--- config.mk ---
export PLATFORM = sky130hd
export DESIGN_NAME = uart_rx_idle_gap_framer
export DESIGN_NICKNAME = d
export VERILOG_FILES = /design/src/design/uigf_pkg.sv /design/src/design/uigf_ram.sv /design/src/design/uart_rx_idle_gap_framer.sv
export SDC_FILE = /design/constraint.sdc
export NUM_CORES = 1
export LEC_CHECK = 0
export BUFFER_PORTS_ARGS = -buffer_cell sky130_fd_sc_hd__buf_2
export CAP_MARGIN = 15
export CORE_UTILIZATION = 40
export DETAILED_ROUTE_END_ITERATION = 16
export GPL_TIMING_DRIVEN = 0
export PLACE_DENSITY = 0.54
export REMOVE_ABC_BUFFERS = 1
export SYNTH_ARGS = -nofsm -noshare
export SYNTH_HDL_FRONTEND = slang
export SYNTH_SLANG_ARGS = --single-unit
--- constraint.sdc ---
create_clock -name clk -period 15.71 [get_ports clk]
set_input_delay 1.571 -clock clk [delete_from_list [all_inputs] [get_ports clk]]
set_output_delay 1.571 -clock clk [all_outputs]
set_load 0.03 [all_outputs]
--- src/design/uigf_pkg.sv ---
package uigf_pkg;

  // item field widths
  localparam int DATA_BITS  = 8;
  localparam int BIT_IDX_W  = $clog2(DATA_BITS);
  localparam int TIMER_W    = 8;
  localparam int IDLE_W     = 16;
  localparam int LEN_W      = 7;
  localparam int CFG_W      = 16;
  localparam int CFG_ADDR_W = 2;

  localparam int BUFFER_DEPTH_DEF = 64;

  // register reset values
  localparam logic [TIMER_W-1:0] BIT_PERIOD_RST  = 8'd9;
  localparam logic [TIMER_W-1:0] FIRST_DELAY_RST = 8'd9;
  localparam logic [IDLE_W-1:0]  IDLE_GAP_RST    = 16'd1000;

  typedef enum logic [CFG_ADDR_W-1:0] {
    REG_BIT_PERIOD  = 2'd0,
    REG_FIRST_DELAY = 2'd1,
    REG_IDLE_GAP    = 2'd2
  } cfg_reg_t;

endpackage

--- src/design/uigf_ram.sv ---
module uigf_ram #(
  parameter int WIDTH = 8,
  parameter int DEPTH = 64
) (
  input  logic                                   clk,
  input  logic                                   we,
  input  logic [(DEPTH > 1 ? $clog2(DEPTH) : 1)-1:0] waddr,
  input  logic [WIDTH-1:0]                       wdata,
  input  logic                                   re,
  input  logic [(DEPTH > 1 ? $clog2(DEPTH) : 1)-1:0] raddr,
  output logic [WIDTH-1:0]                       rdata
);

  logic [WIDTH-1:0] mem [DEPTH];

  always_ff @(posedge clk) begin
    if (we) begin
      mem[waddr] <= wdata;
    end
    if (re) begin
      rdata <= mem[raddr];
    end
  end

endmodule

--- src/design/uart_rx_idle_gap_framer.sv ---
// uart_rx_idle_gap_framer - 8N1 receiver that groups bytes into messages
// closed by an idle gap on the line.
// Input channel (in_valid / in_stall): one item per sample tick, carrying
// the sampled line level in_rx_level. A falling edge while idle starts a
// byte; data bits are sampled first_delay ticks after the edge and then
// every bit_period ticks, LSB first. The stop bit is not checked.
// Each finished byte is written into the message RAM. When the idle counter
// reaches idle_gap with bytes held, the message is read back out of the RAM.
// Output channel (out_valid / out_stall): one item per byte of the message,
// with last on the final byte, the message length and the overflow flag.
// Throughput: ticks are taken one per cycle while in_stall is low. The tick
// that closes a message raises in_stall for the whole read-out: each byte is
// one RAM read and then one load of the output reg, and the next read waits
// for that load. The first byte goes through the state register, the RAM and the output reg.
// out_stall holds the output register and pauses the RAM reads; ticks are
// still taken while a finished item waits, once the read-out is done.
// Reset (rst_n low, synchronous) returns the receiver to idle, empties the
// message and loads the timing registers with 9, 9 and 1000. The RAM
// itself is not cleared; only entries below the byte count are ever read.
// Configuration writes (cfg_we) are meant for idle periods only.
module uart_rx_idle_gap_framer #(
  parameter int BUFFER_DEPTH = uigf_pkg::BUFFER_DEPTH_DEF
) (
  input  logic                             clk,
  input  logic                             rst_n,
  // sample ticks
  input  logic                             in_valid,
  output logic                             in_stall,
  input  logic                             in_rx_level,
  // message bytes
  output logic                             out_valid,
  input  logic                             out_stall,
  output logic [uigf_pkg::DATA_BITS-1:0]   out_data_byte,
  output logic                             out_last,
  output logic [uigf_pkg::LEN_W-1:0]       out_message_length,
  output logic                             out_overflow,
  // configuration
  input  logic                             cfg_we,
  input  logic [uigf_pkg::CFG_ADDR_W-1:0]  cfg_addr,
  input  logic [uigf_pkg::CFG_W-1:0]       cfg_wdata
);

  import uigf_pkg::*;

  localparam int CNT_W  = $clog2(BUFFER_DEPTH + 1);
  localparam int ADDR_W = BUFFER_DEPTH > 1 ? $clog2(BUFFER_DEPTH) : 1;

  typedef enum logic {S_IDLE, S_EMIT} state_t;

  state_t state_r;

  // timing registers
  logic [TIMER_W-1:0] bit_period_r, first_delay_r;
  logic [IDLE_W-1:0]  idle_gap_r;

  // receiver state
  logic                 line_prev_r, line_prev_nxt;
  logic                 receiving_r, receiving_nxt;
  logic [TIMER_W-1:0]   sample_timer_r, sample_timer_nxt;
  logic [BIT_IDX_W-1:0] bit_index_r, bit_index_nxt;
  logic [DATA_BITS-1:0] shift_r, shift_nxt;
  logic [CNT_W-1:0]     byte_count_r, byte_count_nxt;
  logic [IDLE_W-1:0]    idle_timer_r, idle_timer_nxt;
  logic                 dropped_r, dropped_nxt;
  logic                 emit_go;

  // read-out state
  logic [CNT_W-1:0]     len_r;
  logic                 ovf_r;
  logic [CNT_W-1:0]     rd_idx_r;
  logic                 rd_pend_r;
  logic                 last_pend_r;
  logic                 rd_go;
  logic                 rd_is_last;

  // output register
  logic                 out_valid_r;
  logic [DATA_BITS-1:0] out_data_r;
  logic                 out_last_r;
  logic [CNT_W-1:0]     out_len_r;
  logic                 out_ovf_r;

  // RAM port
  logic                 ram_we;
  logic [DATA_BITS-1:0] ram_q;

  // tick datapath helpers
  logic                 tick;
  logic                 restart;
  logic [TIMER_W-1:0]   st_inc;
  logic [TIMER_W-1:0]   target;
  logic [IDLE_W-1:0]    idle_inc;
  logic [IDLE_W-1:0]    gap_eff;

  assign in_stall = (state_r == S_EMIT);
  assign tick     = in_valid && !in_stall;
  assign gap_eff  = (idle_gap_r == '0) ? IDLE_W'(1) : idle_gap_r;

  // ---------------------------------------------------------------------
  // Per-tick receiver update. A byte end and an emission never share a
  // tick (byte end restarts the idle counter), so RAM write and read-out
  // never overlap.
  // ---------------------------------------------------------------------
  always_comb begin
    line_prev_nxt    = line_prev_r;
    receiving_nxt    = receiving_r;
    sample_timer_nxt = sample_timer_r;
    bit_index_nxt    = bit_index_r;
    shift_nxt        = shift_r;
    byte_count_nxt   = byte_count_r;
    idle_timer_nxt   = idle_timer_r;
    dropped_nxt      = dropped_r;
    restart          = 1'b0;
    ram_we           = 1'b0;
    emit_go          = 1'b0;
    st_inc           = sample_timer_r + TIMER_W'(1);
    target           = (bit_index_r == '0) ? first_delay_r : bit_period_r;
    if (target == '0) begin
      target = TIMER_W'(1);
    end
    idle_inc = (idle_timer_r == '1) ? idle_timer_r : idle_timer_r + IDLE_W'(1);

    if (tick) begin
      if (!receiving_r) begin
        // start edge
        if (line_prev_r && !in_rx_level) begin
          receiving_nxt    = 1'b1;
          sample_timer_nxt = '0;
          bit_index_nxt    = '0;
          shift_nxt        = '0;
          restart          = 1'b1;
        end
      end else if (st_inc >= target) begin
        sample_timer_nxt         = '0;
        shift_nxt[bit_index_r]   = in_rx_level;
        if (bit_index_r == BIT_IDX_W'(DATA_BITS - 1)) begin
          if (byte_count_r < CNT_W'(BUFFER_DEPTH)) begin
            ram_we         = 1'b1;
            byte_count_nxt = byte_count_r + CNT_W'(1);
          end else begin
            dropped_nxt = 1'b1;
          end
          bit_index_nxt = '0;
          receiving_nxt = 1'b0;
          restart       = 1'b1;
        end else begin
          bit_index_nxt = bit_index_r + BIT_IDX_W'(1);
        end
      end else begin
        sample_timer_nxt = st_inc;
      end

      line_prev_nxt = in_rx_level;

      if (restart) begin
        idle_timer_nxt = '0;
      end else if (idle_inc >= gap_eff) begin
        idle_timer_nxt = '0;
        // message closed: empty the buffer, the read-out takes a snapshot
        if (byte_count_r != '0) begin
          emit_go        = 1'b1;
          byte_count_nxt = '0;
          dropped_nxt    = 1'b0;
        end
      end else begin
        idle_timer_nxt = idle_inc;
      end
    end
  end

  // read one byte when no read is in flight and the output register frees
  assign rd_go      = (state_r == S_EMIT) && !rd_pend_r && (!out_valid_r || !out_stall);
  assign rd_is_last = (rd_idx_r + CNT_W'(1)) == len_r;

  uigf_ram #(
    .WIDTH (DATA_BITS),
    .DEPTH (BUFFER_DEPTH)
  ) u_msg_ram (
    .clk   (clk),
    .we    (ram_we),
    .waddr (byte_count_r[ADDR_W-1:0]),
    .wdata (shift_nxt),
    .re    (rd_go),
    .raddr (rd_idx_r[ADDR_W-1:0]),
    .rdata (ram_q)
  );

  always_ff @(posedge clk) begin
    if (!rst_n) begin
      state_r        <= S_IDLE;
      bit_period_r   <= BIT_PERIOD_RST;
      first_delay_r  <= FIRST_DELAY_RST;
      idle_gap_r     <= IDLE_GAP_RST;
      line_prev_r    <= 1'b1;
      receiving_r    <= 1'b0;
      sample_timer_r <= '0;
      bit_index_r    <= '0;
      shift_r        <= '0;
      byte_count_r   <= '0;
      idle_timer_r   <= '0;
      dropped_r      <= 1'b0;
      rd_pend_r      <= 1'b0;
      rd_idx_r       <= '0;
      out_valid_r    <= 1'b0;
    end else begin
      if (cfg_we) begin
        case (cfg_reg_t'(cfg_addr))
          REG_BIT_PERIOD:  bit_period_r  <= cfg_wdata[TIMER_W-1:0];
          REG_FIRST_DELAY: first_delay_r <= cfg_wdata[TIMER_W-1:0];
          REG_IDLE_GAP:    idle_gap_r    <= cfg_wdata[IDLE_W-1:0];
          default: ;
        endcase
      end

      line_prev_r    <= line_prev_nxt;
      receiving_r    <= receiving_nxt;
      sample_timer_r <= sample_timer_nxt;
      bit_index_r    <= bit_index_nxt;
      shift_r        <= shift_nxt;
      idle_timer_r   <= idle_timer_nxt;
      byte_count_r   <= byte_count_nxt;
      dropped_r      <= dropped_nxt;

      // message closed: snapshot length and flag, start the read-out
      if (emit_go) begin
        state_r  <= S_EMIT;
        len_r    <= byte_count_r;
        ovf_r    <= dropped_r;
        rd_idx_r <= '0;
      end

      rd_pend_r <= rd_go;
      if (rd_go) begin
        rd_idx_r    <= rd_idx_r + CNT_W'(1);
        last_pend_r <= rd_is_last;
        if (rd_is_last) begin
          state_r <= S_IDLE;
        end
      end

      // output register
      if (rd_pend_r) begin
        out_valid_r <= 1'b1;
        out_data_r  <= ram_q;
        out_last_r  <= last_pend_r;
        out_len_r   <= len_r;
        out_ovf_r   <= ovf_r;
      end else if (out_valid_r && !out_stall) begin
        out_valid_r <= 1'b0;
      end
    end
  end

  assign out_valid          = out_valid_r;
  assign out_data_byte      = out_data_r;
  assign out_last           = out_last_r;
  assign out_message_length = LEN_W'(out_len_r);
  assign out_overflow       = out_ovf_r;

  // RAM writes only happen on accepted ticks, never during read-out
  a_no_write_in_emit: assert property (@(posedge clk) disable iff (!rst_n)
    (state_r == S_EMIT) |-> !ram_we)
    else $error("message RAM written during read-out");

  // a returning read never lands on a held output item
  a_no_overwrite: assert property (@(posedge clk) disable iff (!rst_n)
    rd_pend_r |-> !(out_valid_r && out_stall))
    else $error("output register overwritten while stalled");

  // byte count stays within the buffer
  a_count_bound: assert property (@(posedge clk) disable iff (!rst_n)
    byte_count_r <= CNT_W'(BUFFER_DEPTH))
    else $error("byte count beyond buffer depth");

  // a read-out always covers at least one byte and stays within its length
  a_emit_len: assert property (@(posedge clk) disable iff (!rst_n)
    (state_r == S_EMIT) |-> (len_r != '0 && rd_idx_r < len_r))
    else $error("read-out index out of range");

  // an emission start clears the buffer on the next cycle
  a_emit_clears: assert property (@(posedge clk) disable iff (!rst_n)
    emit_go |=> (byte_count_r == '0 && !dropped_r && state_r == S_EMIT))
    else $error("message not cleared at emission start");

endmodule

# Yosys cells after proc, flatten, opt, wreduce, memory -nomap -nowiden
# Memory sizes are Yosys's and may differ from the RTL's. A register that Yosys moved wholly into a read port is not among the register bits.
# Index checks and enable logic that the tools add are counted.
[word_totals]
regBits = 113
ramBits = 512
input_bits = 24
out_inout_bits = 19
mem_count = 1
[op_classes]
addsub = 5
n_lt_le_gt_ge = 5
n_eq_ne = 6
mux = 60
n_reduce_logical = 28
[memory_table]
columns = ["memory", "words", "word_bits", "read_ports", "rd_clocked_by_memory_dff", "wr", "line_no", "rtl"]
rows = [
  ["u_msg_ram.mem", 64, 8, 1, 1, 1, "uigf_ram.sv:14", "logic [WIDTH-1:0] mem [DEPTH];"],
]
[op_table]
columns = ["cell", "n"]
rows = [
  ["two-way mux 8 bit", 9],
  ["two-way mux 16 bit", 4],
  ["two-way mux 7 bit", 9],
  ["two-way mux 1 bit", 32],
  ["adder 16 x 1 -> 16 bit (second input constant)", 1],
  ["equality test 16 bit (second input constant)", 1],
  [">= comparator 16 bit", 1],
  ["logical NOT 16 bit", 1],
  ["adder 7 x 1 -> 7 bit (second input constant)", 2],
  ["AND reduction 2 bit", 7],
  ["two-way mux 3 bit", 4],
  ["adder 8 x 1 -> 8 bit (second input constant)", 1],
  ["bitwise mux 8 bit", 1],
  [">= comparator 8 bit", 1],
  ["logical NOT 8 bit", 1],
  ["equality test 7 bit", 1],
  ["< comparator 7 bit (second input constant)", 1],
  ["nonzero test 7 bit", 1],
  ["logical AND 1 bit", 6],
  ["nonzero test 2 bit", 3],
  ["logical NOT 1 bit", 5],
  ["< comparator 3 x 4 -> 1 bit (second input constant)", 1],
  ["adder 3 x 1 -> 3 bit (second input constant)", 1],
  ["demux 1 bit (select 3 bit)", 1],
  ["other kinds (9)", 9],
]

# Depth between registers and ports, before layout
# Gate-level depths: netlist (run 1).
[depth]
word_depth = 13
mapped_depth = 16

# Cells and area by module
# From an unflattened synthesis (run 1), not the netlist that was laid out.
[unflattened]
cells_unflattened = 1539
area_unflattened_um2 = 25874.8
[modules_own_cells]
columns = ["mod", "instances", "cells_per_inst", "area_each_um2"]
rows = [
  ["uigf_ram", 1, 940, 20246.9],
  ["uart_rx_idle_gap_framer", 1, 599, 5627.9],
]

# Least setup slack after synthesis (run 1)
# OpenSTA, ideal clock, no wires.
[synth_path]
path_kind = "register to register"
start = "register bit_index_r[1]"
end = "memory u_msg_ram.mem[0][7] (data pin)"
arrival_time_ps = 4742
required_ps = 15157
setup_slack_ps = 10415
stages_incl_launch_ff = 16
n_path_buf = 2
period_less_slack_ps = 5295
cell_sequence = "dfxtp_1 clkbuf_1 inv_1 ha_1 nand2b_1 clkbuf_1 mux2i_1 nand4_1 o21ai_0 ha_1 or2b_2 a21oi_4 o31a_2 nand2b_1 nor3_1 o22ai_1"
[synth_between]
elab_chain_len = 8
[synth_rtl]
columns = ["element", "line_no", "rtl"]
rows = [
  ["start: declaration", "uart_rx_idle_gap_framer.sv:60", "logic [BIT_IDX_W-1:0] bit_index_r, bit_index_nxt;"],
  ["start signal: assignment", "uart_rx_idle_gap_framer.sv:218", "bit_index_r <= bit_index_nxt;"],
  ["logical NOT 3 bit, or another cell as far along", "uart_rx_idle_gap_framer.sv:117", "target = (bit_index_r == '0) ? first_delay_r : bit_period_r;"],
  ["two-way mux 8 bit / logical AND 1 bit (equally long branches)", "uart_rx_idle_gap_framer.sv:117, uart_rx_idle_gap_framer.sv:135", ""],
  ["logical NOT 8 bit / two-way mux 1 bit (equally long branches)", "uart_rx_idle_gap_framer.sv:118, uart_rx_idle_gap_framer.sv:135", ""],
  ["two-way mux 8 bit / demux 1 bit (select 3 bit) (equally long branches)", "uart_rx_idle_gap_framer.sv:118, uart_rx_idle_gap_framer.sv:135", ""],
  [">= comparator 8 bit / bitwise mux 8 bit (equally long branches)", "uart_rx_idle_gap_framer.sv:133, uart_rx_idle_gap_framer.sv:135", ""],
  ["two-way mux 8 bit (*)", "uart_rx_idle_gap_framer.sv:133", "end else if (st_inc >= target) begin"],
  ["two-way mux 8 bit (*)", "uart_rx_idle_gap_framer.sv:124", "if (!receiving_r) begin"],
  ["two-way mux 8 bit (*)", "uart_rx_idle_gap_framer.sv:123", "if (tick) begin"],
  ["net shift_nxt[7]", "uart_rx_idle_gap_framer.sv:61", "logic [DATA_BITS-1:0] shift_r, shift_nxt;"],
  ["end: declaration", "uigf_ram.sv:14", ""],
]
# Mark *: on every way through the listed nets, which the timed path passes. The rest lies on a longest branch.

# Worst setup path after layout (run 1)
[layout_path]
start = "register bit_index_r[1]"
end = "memory u_msg_ram.mem[22][3] (enable)"
[layout_between]
elab_chain_len = 10
[layout_rtl]
columns = ["element", "line_no", "rtl"]
rows = [
  ["logical NOT 3 bit", "uart_rx_idle_gap_framer.sv:117", ""],
  ["two-way mux 8 bit", "uart_rx_idle_gap_framer.sv:117", ""],
  ["logical NOT 8 bit", "uart_rx_idle_gap_framer.sv:118", "if (target == '0) begin"],
  ["two-way mux 8 bit", "uart_rx_idle_gap_framer.sv:118", ""],
  [">= comparator 8 bit", "uart_rx_idle_gap_framer.sv:133", ""],
  ["two-way mux 1 bit (*)", "uart_rx_idle_gap_framer.sv:133", ""],
  ["two-way mux 1 bit (*)", "uart_rx_idle_gap_framer.sv:124", ""],
  ["two-way mux 1 bit (*)", "uart_rx_idle_gap_framer.sv:123", ""],
  ["two-way mux 1 bit (*)", "uigf_ram.sv:17", "if (we) begin"],
  ["two-way mux 1 bit (not written as such) (*)", "uigf_ram.sv:18", "mem[waddr] <= wdata;"],
]
# Every way passes the cells marked *; elsewhere a longest branch is shown, timed or not.

==> results.md, run 1 <==
* Status: complete, no violations
* MaxCap Viol Count at 0
* Hold Vio Cnt, Final at 0
* Post-Layout Inst Area at 29,300 um^2
* IO Count at 43
* Global-route wire length before repair at 89,100 um
* Layout Nets at 1,576
* Worst Setup Path Type: flop to flop
* CP arrival at 5.49 ns
* Chip width at ~260 um
* GRT Overall Usage at between 10% and 20%
* PD cells at 115 nW/um^2
* Ranking of synthesized cells by area: edfxtp_1 63%, mux4_2 14%, dfxtp_1 6.7%, nor2_1 1.8%, ha_1 1.6%
* Post-DR vias/cell at approximately 5.5
* Vias after detailed routing at 13,398
* Cell variety after synth at 71
* Syn Inst Count at 1,465
* Crit end category: flop
* Placed insts at 2,294
* Core Box Area at ~63,000 um^2
* Total global routing overflow at 0
* Largest net degree at the start of global routing at 65
* Layout Cells excl Fill at 2,416
* Hold path start: u_msg_ram.rdata[3]$_DFFE_PP_
* DIE AREA at roughly 66,000 um^2
* Worst VDD drop at 0.0880 mV
* HPWL after detailed placement at 37,100 um
* Post-synth top flop: edfxtp_1
* Register-to-Register Setup Slack at 10.44 ns
* CP required at about 16 ns
* Final setup viols at 0
* Final wirelength at between 50,000 and 60,000 um
* Iteration-0 DRC Markers at 1,181
* Setup_tns at 0 ns
* GR Layer Usage met2 at around 28%
* Worst-skew pair later-pin latency at 0.60 ns
* PostCTS Resize Cnt at 0
* RSZ-0062 raised after global routing: false
* Post-layout util at 46.2%
* Clock skew at 0.0259 ns
* Most numerous cell in the Yosys netlist: edfxtp_1
* Post-synth EDFFs at 546
* Fill cells at 5,439
* Combinational group share of total power at 1.1%
* Clock sinks at between 600 and 700
* Met1 Use GR at 26.4%
* Htree depth at 3
* Cell Area, Synth at 25,800 um^2
* Cells on worst reg2reg path at 13
* Vias in the first global route at 13,636
* Max Clk Rate at approximately 190 MHz
* Worst slew pin tran at 0.980 ns
* Clk pwr share at 45.2%
* Fin. max-slew vios at 0
* WHS Path Cells at 0
* Synth-to-layout area growth at 13.4%
* Worst hold slack at 0.416 ns
* Drt drc at 0
* Root buffer cell: clkbuf_16
* Number of port buffers at 42
* Die H at 256 um
* Net Switching at 0.670 mW
* Critical path peak fanout at 16
* # hold bufs at CTS at 0
* Seq pwr share at 53.6%
* Async S/R FF share, synth at 0%
* Top cells by count, synth: 546 x edfxtp_1, 160 x mux4_2, 127 x nor2_1
* Leakage at 10.6 nW
* CTS tree: built
* Routed wire length per instance at about 24 um
* Initial core utilization at 40.7%
* Reg-to-reg startpoint: bit_index_r[1]$_SDFFE_PN0P_
* Fraction of layout cells with a size suffix above 1 at 21.9%
* Seq/Total Area, Yosys at ~70%
* Yosys warnings at 0
* Clk slew on worst S/H paths at 0.06 ns
* Grt peak-use layer: met2
* Period utilisation layout at 33.6%
* Cell-internal power at roughly 2.7 mW
* Tmin final at 5.27 ns
* Mapped Avg Cell Area at 17.6 um^2
* Number of antenna violations at the first check in global routing at 2
* Post CTS Setup Buffer Count at 0
* Worst hold path type: flop to flop
* Met3 usage at 3.74%
* CTS max path bufs at 3
* Routability cong. at 0.773
* Largest area contributor in the netlist: edfxtp_1
* DRT Pass-1 Iters at 5
* Worst r2r dst: u_msg_ram.mem[22][3]$_DFFE_PP_
* N_diodes at 0
* Share of the synthesized area in the top cell type at 63.5%
* Cell Area, Placed at 27,200 um^2
* Post-route ant nets at 0
* Switch share at 19.9%
* # rows at 92
* Synthesis-stage register bit count at 633
* Worst setup SP type: flop
* CTS Buf Count at between 60 and 70
* Worst Hold Path EP: out_data_byte[3]$_DFFE_PP_
* Rel. slew slack at between 30% and 40%
-- power by group through the flow --
stage	Sequential, mW	Clock, mW	Combinational [mW]
after floorplan	1.84	0	0.0229
after global placement	1.84	0	0.0360
after detailed placement	1.84	0	0.0377
after CTS	1.80	1.56	0.0378
after global routing	1.80	1.62	0.0421
final	1.81	1.52	0.0375
-- kinds of logic after synthesis --
logic type               count (synthesis)  share of synthesized area [%]
AND/OR/NAND/NOR                        343                           6.39
AO/OA/AOI/OAI                          144                           4.06
flip-flops                             633                           70.2
buffers and inverters                   98                           1.81
multiplexers                           187                           15.0
adder cells (fa/ha/maj)                 32                           1.55
XOR/XNOR                                28                          0.950
-- worst max-delay path by stage --
stage / start / slack [ns] / endpoint
6_report: bit_index_r[1]$_SDFFE_PN0P_ / 10.44 / u_msg_ram.mem[22][3]$_DFFE_PP_
4_1_cts: bit_index_r[1]$_SDFFE_PN0P_ / 10.41 / u_msg_ram.mem[20][7]$_DFFE_PP_
3_3_place_gp: rd_idx_r[0]$_SDFFE_PN0P_ / 5.18 / in_stall$_SDFF_PN0_
3_5_place_dp: bit_index_r[1]$_SDFFE_PN0P_ / 10.40 / u_msg_ram.mem[22][1]$_DFFE_PP_
2_1_floorplan: rd_idx_r[0]$_SDFFE_PN0P_ / 8.47 / in_stall$_SDFF_PN0_
5_1_grt: bit_index_r[1]$_SDFFE_PN0P_ / 10.01 / u_msg_ram.mem[22][3]$_DFFE_PP_
-- final cells by class --
cell class / instances / area (um^2) / area share (%)
Sequential cell: 633 / 18100 / 62.0
Multi-Input combinational cell: 734 / 7270 / 24.8
Clock buffer: 88 / 1840 / 6.29
Tap cell: 846 / 1060 / 3.61
Timing Repair Buffer: 60 / 626 / 2.14
Clock inverter: 32 / 256 / 0.876
Inverter: 23 / 87.6 / 0.299
-- layer usage --
layer | up-vias | wire (um)
met4 | 2 | 1230
li1 | 6020 | -
met1 | 6958 | 27300
met3 | 72 | 3000
met5 | - | 12
met2 | 346 | 27200
-- stage by stage --
step / setup slack, ns / power (mW)
after floorplan: 8.47 / 1.86
after global placement: 5.18 / 1.88
final: 10.44 / 3.36
after global routing: 10.01 / 3.47
after detailed placement: 10.40 / 1.88
after CTS: 10.41 / 3.40
-- placed cells by master, fill, tap and decap left out, drive strengths merged, types with 8 or more instances in the layout --
cell	Yosys	final
dfxtp	87	87
nand2b	10	10
nand3	48	48
ha	32	32
clkinv	2	27
inv	21	24
clkbuf	43	88
mux4	160	160
edfxtp	546	546
and3	16	16
buf	32	60
xor2	12	12
a22oi	12	12
o22ai	20	20
nand2	64	64
nand3b	9	9
nor2	127	127
a21oi	34	34
xnor2	16	16
mux2i	24	24
nor4	8	8
nor3	17	17
nand4	12	12
o21ai	18	18
-- flip-flops by register name (all words and copies together), names as in the netlist, 3 cells and up --
register,count
bit_index_r,3
bit_period_r,8
byte_count_r,7
first_delay_r,8
idle_gap_r,16
idle_timer_r,16
len_r,7
out_data_byte,8
out_message_length,7
rd_idx_r,7
sample_timer_r,8
shift_r,8
u_msg_ram.mem,512
u_msg_ram.rdata,8
-- critical path, cell delays in order, from the launching register on --
cell and delay (ns):
dfxtp_1 0.52, inv_1 0.18, ha_1 0.21, nand2b_1 0.41, mux2i_1 0.43, nand3_1 0.13
o21ai_0 0.20, ha_1 0.14, or2b_2 0.12, a21oi_4 0.07, o31a_2 0.47, nor3_2 0.52
nand4b_1 0.56, nor2_1 0.92
Power figures use the tool's default switching activity.
==> run 2: changes to the inputs <==
--- a/config.mk
+++ b/config.mk
@@ -5,12 +5,13 @@
 export SDC_FILE = /design/constraint.sdc
 export NUM_CORES = 1
 export LEC_CHECK = 0
+export ABC_AREA = 1
 export BUFFER_PORTS_ARGS = -buffer_cell sky130_fd_sc_hd__buf_2
 export CAP_MARGIN = 15
 export CORE_UTILIZATION = 40
 export DETAILED_ROUTE_END_ITERATION = 16
 export GPL_TIMING_DRIVEN = 0
-export PLACE_DENSITY = 0.54
+export PLACE_DENSITY = 0.56
 export REMOVE_ABC_BUFFERS = 1
 export SYNTH_ARGS = -nofsm -noshare
 export SYNTH_HDL_FRONTEND = slang
==> constraint.sdc (replaced) <==
create_clock -name clk -period 4.22 [get_ports clk]
set_input_delay 0.422 -clock clk [delete_from_list [all_inputs] [get_ports clk]]
set_output_delay 0.422 -clock clk [all_outputs]
set_load 0.03 [all_outputs]
==> results.md, run 2 <==
* Status: complete, no violations
* Worst hold path type: input pin to flop
* IO Count at 43 (unchanged)
* Iteration-0 DRC Markers at 1,444 (+22%)
* CTS max path bufs at 3 (unchanged)
* Core Box Area at 65,900 um^2 (+3.8%)
* Layout Nets at 2,457 (+56%)
* Final setup viols at 0 (unchanged)
* # rows at 94 (+2.2%)
* Rel. slew slack at 8.86% (-26 points)
* Critical path peak fanout at 14 (-2)
* Switch share at 20.4% (+0.47 points)
* Async S/R FF share, synth at 0% (unchanged)
* Cell-internal power at 9.95 mW (+270%)
* Fill cells at 6,055 (+11%)
* MaxCap Viol Count at 0 (unchanged)
* Total chip power at 12.5 mW (+270%)
* CTS Buf Count at 67 (-1.5%)
* Vias in the first global route at 17,365 (+27%)
* N_diodes at 0 (unchanged)
* Largest area contributor in the netlist: edfxtp_1
* Share of the synthesized area in the top cell type at 61.5% (-2.0 points)
* GRT Overall Usage at 20.5% (+2.3 points)
* Clock sinks at 633 (unchanged)
* PD cells at 412 nW/um^2 (+260%)
* Fin. max-slew vios at 0 (unchanged)
* Syn Inst Count at 2,399 (+64%)
* Worst-skew pair later-pin latency at 0.61 ns (about the same)
* Die H at 260 um (+1.6%)
* Most numerous cell in the Yosys netlist: edfxtp_1
* Routability cong. at 0.794 (+2.8%)
* Htree depth at 3 (unchanged)
* Max Clk Rate at 252 MHz (+33%)
* Worst path cell trace: inv_1 -> ha_1 -> nand2_2 -> o21ai_0 -> nand4_1 -> o21ai_0 -> ha_1 -> nand2_1 -> nor2_1 -> nor2_1 -> nand2_1 -> nand2_2 -> nand2_4 -> nand3_4 -> inv_6 -> nand4_1 -> buf_4 -> buf_4 -> nor2_4
* Ranking of synthesized cells by area: edfxtp_1 61%, dfxtp_1 6.5%, nor2_1 5.6%, o21ai_0 5.5%, nand2_1 5.0%
* Cell Area, Placed at 27,700 um^2 (+2.1%)
* Total global routing overflow at 0 (unchanged)
* WHS Path Cells at 3 (+3)
* Biggest regs: u_msg_ram.mem x512, idle_gap_r x16, idle_timer_r x16
* Seq pwr share at 53.9% (+0.3 points)
* Cells on worst reg2reg path at 19 (+6)
* Largest net degree at the start of global routing at 173 (+170%)
* Chip width at 260 um (+1.6%)
* Net Switching at 2.55 mW (+280%)
* Post-synth EDFFs at 546 (unchanged)
* CTS tree: built
* Post-route ant nets at 0 (unchanged)
* Drt drc at 0 (unchanged)
* DIE AREA at 67,700 um^2 (+3.2%)
* Initial core utilization at 40.5% (-0.23 points)
* Global-route wire length before repair at 104,000 um (+17%)
* Crit end category: flop
* Post-DR vias/cell at 5.45 (-1.7%)
* Clock skew at 0.0211 ns (-0.00479 ns)
* Synth-to-layout area growth at 13.6%
* Max FFs per register at 512 (unchanged)
* Yosys warnings at 0 (unchanged)
* Vias after detailed routing at 18,079 (+35%)
* Clk slew on worst S/H paths at 0.06 ns (about the same)
* Area used by multi-input combinational logic at 7950 um^2 (+9.3%)
* Post-synth top flop: edfxtp_1
* Number of port buffers at 42 (unchanged)
* Seq/Total Area, Yosys at 68.0% (-2.2 points)
* FF/Latch Area at 18,100 um^2 (about the same)
* Routed wire length per instance at 20.9 um (-14%)
* CP arrival at 4.23 ns (-1.26 ns)
* Cell Area, Synth at 26,700 um^2 (+3.3%)
* Most common cell after layout, fill and taps aside: edfxtp_1
* Number of antenna violations at the first check in global routing at 1 (-1)
* Final wirelength at 69,400 um (+18%)
* Synthesis-stage register bit count at 633 (unchanged)
* Tmin final at 3.97 ns (-1.30 ns)
* Cell variety after synth at 43 (-39%)
* HPWL after detailed placement at 41,300 um (+11%)
* Worst slew pin tran at 1.36 ns (+0.383 ns)
* Period utilisation layout at 94.0% (+60 points)
* Slowest CP cell: o21ai_0
* Largest reg by FF count: u_msg_ram.mem
* Combinational group share of total power at 1.6% (+0.5 points)
* Worst VDD drop at 0.426 mV (+380%)
* Max incr delay on CP at 0.41 ns (-0.51 ns)
* Clk pwr share at 44.5% (-0.7 points)
* Most frequent cells in the layout: 546 x edfxtp_1, 343 x nand2_1, 338 x nor2_1
* Fraction of layout cells with a size suffix above 1 at 11.5% (-10 points)
* Mapped Avg Cell Area at 11.1 um^2 (-37%)
* Worst setup SP type: flop
* Post-Layout Inst Area at 30,300 um^2 (+3.5%)
* Root buffer cell: clkbuf_16
* DRT Pass-1 Iters at 5 (unchanged)
* Worst Setup Path Type: flop to flop
* Leakage at 11.3 nW (+7.1%)
* CP required at 4.49 ns (-11.44 ns)
* Top cells by count, synth: 546 x edfxtp_1, 397 x nor2_1, 355 x nand2_1
* Hold Vio Cnt, Final at 0 (unchanged)
==> run 2: cell count changes after synthesis, moves of 74 or more <==
cell     change
inv_1       +74
mux4_2     -160
nand2_1    +291
nor2_1     +270
o21ai_0    +277
o22ai_1    +108
==> run 2: critical path: cells and delay by family, from the launching register on <==
kind / cells / cell delay, ns
compound gates: 2 / 0.58
fa+ha+maj: 2 / 0.36
buf+inv: 4 / 0.88
flops: 1 / 0.37
simple gates: 11 / 1.41
==> run 2: power groups by stage <==
| stage | Clock (mW) | Combinational [mW] | Sequential, mW |
|---|---|---|---|
| after floorplan | 0 | 0.132 | 6.86 |
| after global placement | 0 | 0.192 | 6.87 |
| after detailed placement | 0 | 0.198 | 6.87 |
| after CTS | 5.66 | 0.200 | 6.73 |
| after global routing | 5.91 | 0.227 | 6.73 |
| final | 5.56 | 0.197 | 6.73 |
==> run 2: what timing repair did <==
item                                    4_1_cts  5_1_grt
hold buffers                                  0        0
endpoints found under the setup margin      768      920
pin swaps                                     1        0
resized for setup                            96       36
setup buffers                                 2        0
==> run 2: area by class of cell <==
class                           count  area share, %
Multi-Input combinational cell   1526           26.2
Tap cell                          864           3.57
Clock buffer                       92           5.91
Clock inverter                     28          0.760
Sequential cell                   633           59.9
Inverter                          107           1.40
Timing Repair Buffer               66           2.24
==> run 2: stage by stage <==
| stage | instances | utilization [%] | TNS, ns | hold WS [ns] | setup WS [ns] |
|---|---|---|---|---|---|
| final | 3316 | 46.0 | 0 | 0.0402 | 0.252 |
| after global routing | 3316 | 46.0 | -0.000990 | 0.0417 | -0.000360 |
| after CTS | 3315 | 45.7 | -4.34 | 0.0144 | -0.0726 |
| after detailed placement | 3193 | 42.1 | -179.81 | 0.407 | -0.631 |
| after global placement | 3172 | 41.4 | -867.07 | 0.407 | -9.96 |
| after floorplan | 2266 | - | -35.49 | 0.400 | -3.25 |
==> run 2: cell families after synthesis <==
group | Yosys count | share of synthesized area [%]
xor gates and xnor gates | 25 | 0.821
muxes | 4 | 0.150
AOI/OAI and AO/OA | 561 | 11.5
and+or+nand+nor | 904 | 13.8
buffers and inverters | 240 | 4.13
DFF | 633 | 68.0
adders and majority gates | 32 | 1.50
==> run 2: routing by layer <==
metal  routed length, um  track usage, %
met1               30100            27.3
met2               33100            33.7
met3                4280            3.76
met4                1950            6.68
met5                   7               0
==> run 2: worst paths after layout <==
path	startpoint	to	slack, ns
worst max-delay path	bit_index_r[0]$_SDFFE_PN0P_	u_msg_ram.mem[22][2]$_DFFE_PP_	0.25
worst min-delay path	cfg_wdata[9]	idle_gap_r[9]$_SDFFE_PN1P_	0.04
worst max register to register	bit_index_r[0]$_SDFFE_PN0P_	u_msg_ram.mem[22][2]$_DFFE_PP_	0.25
worst min register to register	u_msg_ram.rdata[2]$_DFFE_PP_	out_data_byte[2]$_DFFE_PP_	0.42
==> run 3: changes to the inputs <==
--- a/config.mk
+++ b/config.mk
@@ -5,7 +5,6 @@
 export SDC_FILE = /design/constraint.sdc
 export NUM_CORES = 1
 export LEC_CHECK = 0
-export ABC_AREA = 1
 export BUFFER_PORTS_ARGS = -buffer_cell sky130_fd_sc_hd__buf_2
 export CAP_MARGIN = 15
 export CORE_UTILIZATION = 40
==> results.md, run 3 (same netlist as run 1, synthesis figures left out) <==
* Post-Layout Inst Area at 30,200 um^2 (-0.38%)
* Max FFs per register at 512 (unchanged)
* Post-route ant nets at 0 (unchanged)
* Chip width at 256 um (-1.6%)
* Tmin final at 4.05 ns (+0.0814 ns)
* Placed insts at 2,295 (-28%)
* Clk slew on worst S/H paths at 0.06 ns (about the same)
* Clock sinks at 633 (unchanged)
* Clock skew at 0.0187 ns (-0.00240 ns)
* Number of antenna violations at the first check in global routing at 0 (-1)
* Largest net degree at the start of global routing at 51 (-71%)
* CP arrival at 4.48 ns (+0.25 ns)
* Fin. max-slew vios at 0 (unchanged)
* Worst setup SP type: flop
* CTS max path bufs at 3 (unchanged)
* Most frequent cells in the layout: 546 x edfxtp_1, 160 x mux4_2, 82 x dfxtp_1
* Leakage at 10.3 nW (-9.1%)
* Final wirelength at 60,100 um (-13%)
* Drt drc at 0 (unchanged)
* Root buffer cell: clkbuf_16
* CTS tree: built
* Period utilisation layout at 96.0% (+1.9 points)
* Worst hold slack at 0.0516 ns (+0.0114 ns)
* DRT Pass-1 Iters at 5 (unchanged)
* Max Clk Rate at 247 MHz (-2.0%)
* Vias after detailed routing at 13,749 (-24%)
* Total global routing overflow at 0 (unchanged)
* Routed wire length per instance at 24.6 um (+17%)
* Worst Setup Path Type: flop to flop
* Rel. slew slack at 9.55% (+0.70 points)
* IO Count at 43 (unchanged)
* Worst hold path type: input pin to flop
* MaxCap Viol Count at 0 (unchanged)
* Critical path peak fanout at 32 (+18)
* Post-DR vias/cell at 5.62 (+3.1%)
* Biggest regs: u_msg_ram.mem x512, idle_gap_r x16, idle_timer_r x16
* GRT Overall Usage at 18.6% (-1.9 points)
* Hold Vio Cnt, Final at 0 (unchanged)
* CTS Buf Count at 67 (unchanged)
* DIE AREA at 65,600 um^2 (-3.1%)
* Fraction of layout cells with a size suffix above 1 at 27.9% (+16 points)
* Global-route wire length before repair at 90,100 um (-14%)
* Iteration-0 DRC Markers at 1,129 (-22%)
* Fill cells at 5,313 (-12%)
* # rows at 92 (-2.1%)
* Largest reg by FF count: u_msg_ram.mem
* Layout Cells excl Fill at 2,446 (-26%)
* HPWL after detailed placement at 37,500 um (-9.1%)
* Layout Nets at 1,604 (-35%)
* # hold bufs at CTS at 0 (unchanged)
* Cell Area, Placed at 27,200 um^2 (-2.0%)
* Worst VDD drop at 0.284 mV (-33%)
* Synth-to-layout area growth at 16.9%
* Crit end category: flop
* PD cells at 414 nW/um^2 (+0.47%)
* N_diodes at 0 (unchanged)
* Worst slew pin tran at 1.35 ns (-0.0104 ns)
* Die H at 256 um (-1.6%)
* Routability cong. at 0.768 (-3.4%)
* Final setup viols at 0 (unchanged)
* Most common cell after layout, fill and taps aside: edfxtp_1
* Core Box Area at 63,400 um^2 (-3.7%)
* Worst-skew pair later-pin latency at 0.61 ns (about the same)
* Number of port buffers at 42 (unchanged)
* Htree depth at 3 (unchanged)
* Status: complete, no violations
* Area used by multi-input combinational logic at 7890 um^2 (-0.66%)
* FF/Latch Area at 18,200 um^2 (about the same)
* Vias in the first global route at 13,846 (-20%)
* CP required at 4.65 ns (+0.16 ns)
* Initial core utilization at 40.7% (+0.23 points)
==> run 3: repair_timing <==
action	in CTS	in global routing
pin swaps	6	5
resized for setup	108	41
setup endpoints to repair	1045	777
setup buffers	11	16
cloned	2	0
==> run 3: path summary, 6_finish.rpt <==
kind              depth (start not counted)  slack (ns)                        endpoint                    startpoint
hold reg to reg                           0        0.42      out_data_byte[4]$_DFFE_PP_  u_msg_ram.rdata[4]$_DFFE_PP_
setup reg to reg                         15        0.17  u_msg_ram.mem[48][7]$_DFFE_PP_   bit_index_r[1]$_SDFFE_PN0P_
hold / removal                            3        0.05      idle_gap_r[8]$_SDFFE_PN1P_                  cfg_wdata[8]
setup / recovery                         15        0.17  u_msg_ram.mem[48][7]$_DFFE_PP_   bit_index_r[1]$_SDFFE_PN0P_
==> run 3: per-stage QoR <==
| stage | setup WS [ns] | util (%) | power, mW | TNS (ns) |
|---|---|---|---|---|
| 2_1_floorplan | -3.02 | - | 6.94 | -161.52 |
| 3_3_place_gp | -6.38 | 42.1 | 6.99 | -1637.31 |
| 3_5_place_dp | -1.16 | 42.8 | 6.99 | -600.49 |
| 4_1_cts | -0.0825 | 47.0 | 12.6 | -8.24 |
| 5_1_grt | -0.00676 | 47.6 | 12.9 | -0.0256 |
| 6_report | 0.170 | 47.6 | 12.5 | 0 |
==> run 3: layout make-up <==
class | instances | share of cell area [%]
Clock buffer | 97 | 6.13
Clock inverter | 24 | 0.709
Inverter | 23 | 0.290
Sequential cell | 633 | 60.1
Timing Repair Buffer | 87 | 3.07
Multi-Input combinational cell | 736 | 26.2
Tap cell | 846 | 3.51
==> run 3: where the power goes <==
group | internal [mW] | switching, mW
combinational | 0.0527 | 0.0944
clock | 3.24 | 2.39
sequential | 6.71 | 0.0128
total | 10.0 | 2.50
==> run 3: metal layers <==
metal | part of all wire, % | routed length, um | track usage (%) | vias to the layer above
li1 | - | - | - | 6112
met1 | 45 | 27000 | 26.5 | 7138
met2 | 47 | 28200 | 28.8 | 413
met3 | 6.3 | 3800 | 4.52 | 86
met4 | 1.8 | 1100 | 4.34 | 0
met5 | 0 | 0 | 0 | -
==> run 3: worst max-delay path: stages (launching register included) <==
cell and delay (ns):
dfxtp_4 0.41, inv_1 0.13, ha_1 0.24, nand2b_4 0.11, buf_12 0.14, mux2i_2 0.24, nand4_1 0.11, o21ai_0 0.18
ha_1 0.14, or2b_2 0.12, a21oi_4 0.08, o31a_4 0.32, nor2_1 0.31, nand3_1 0.55, o22ai_4 0.52, buf_12 0.23
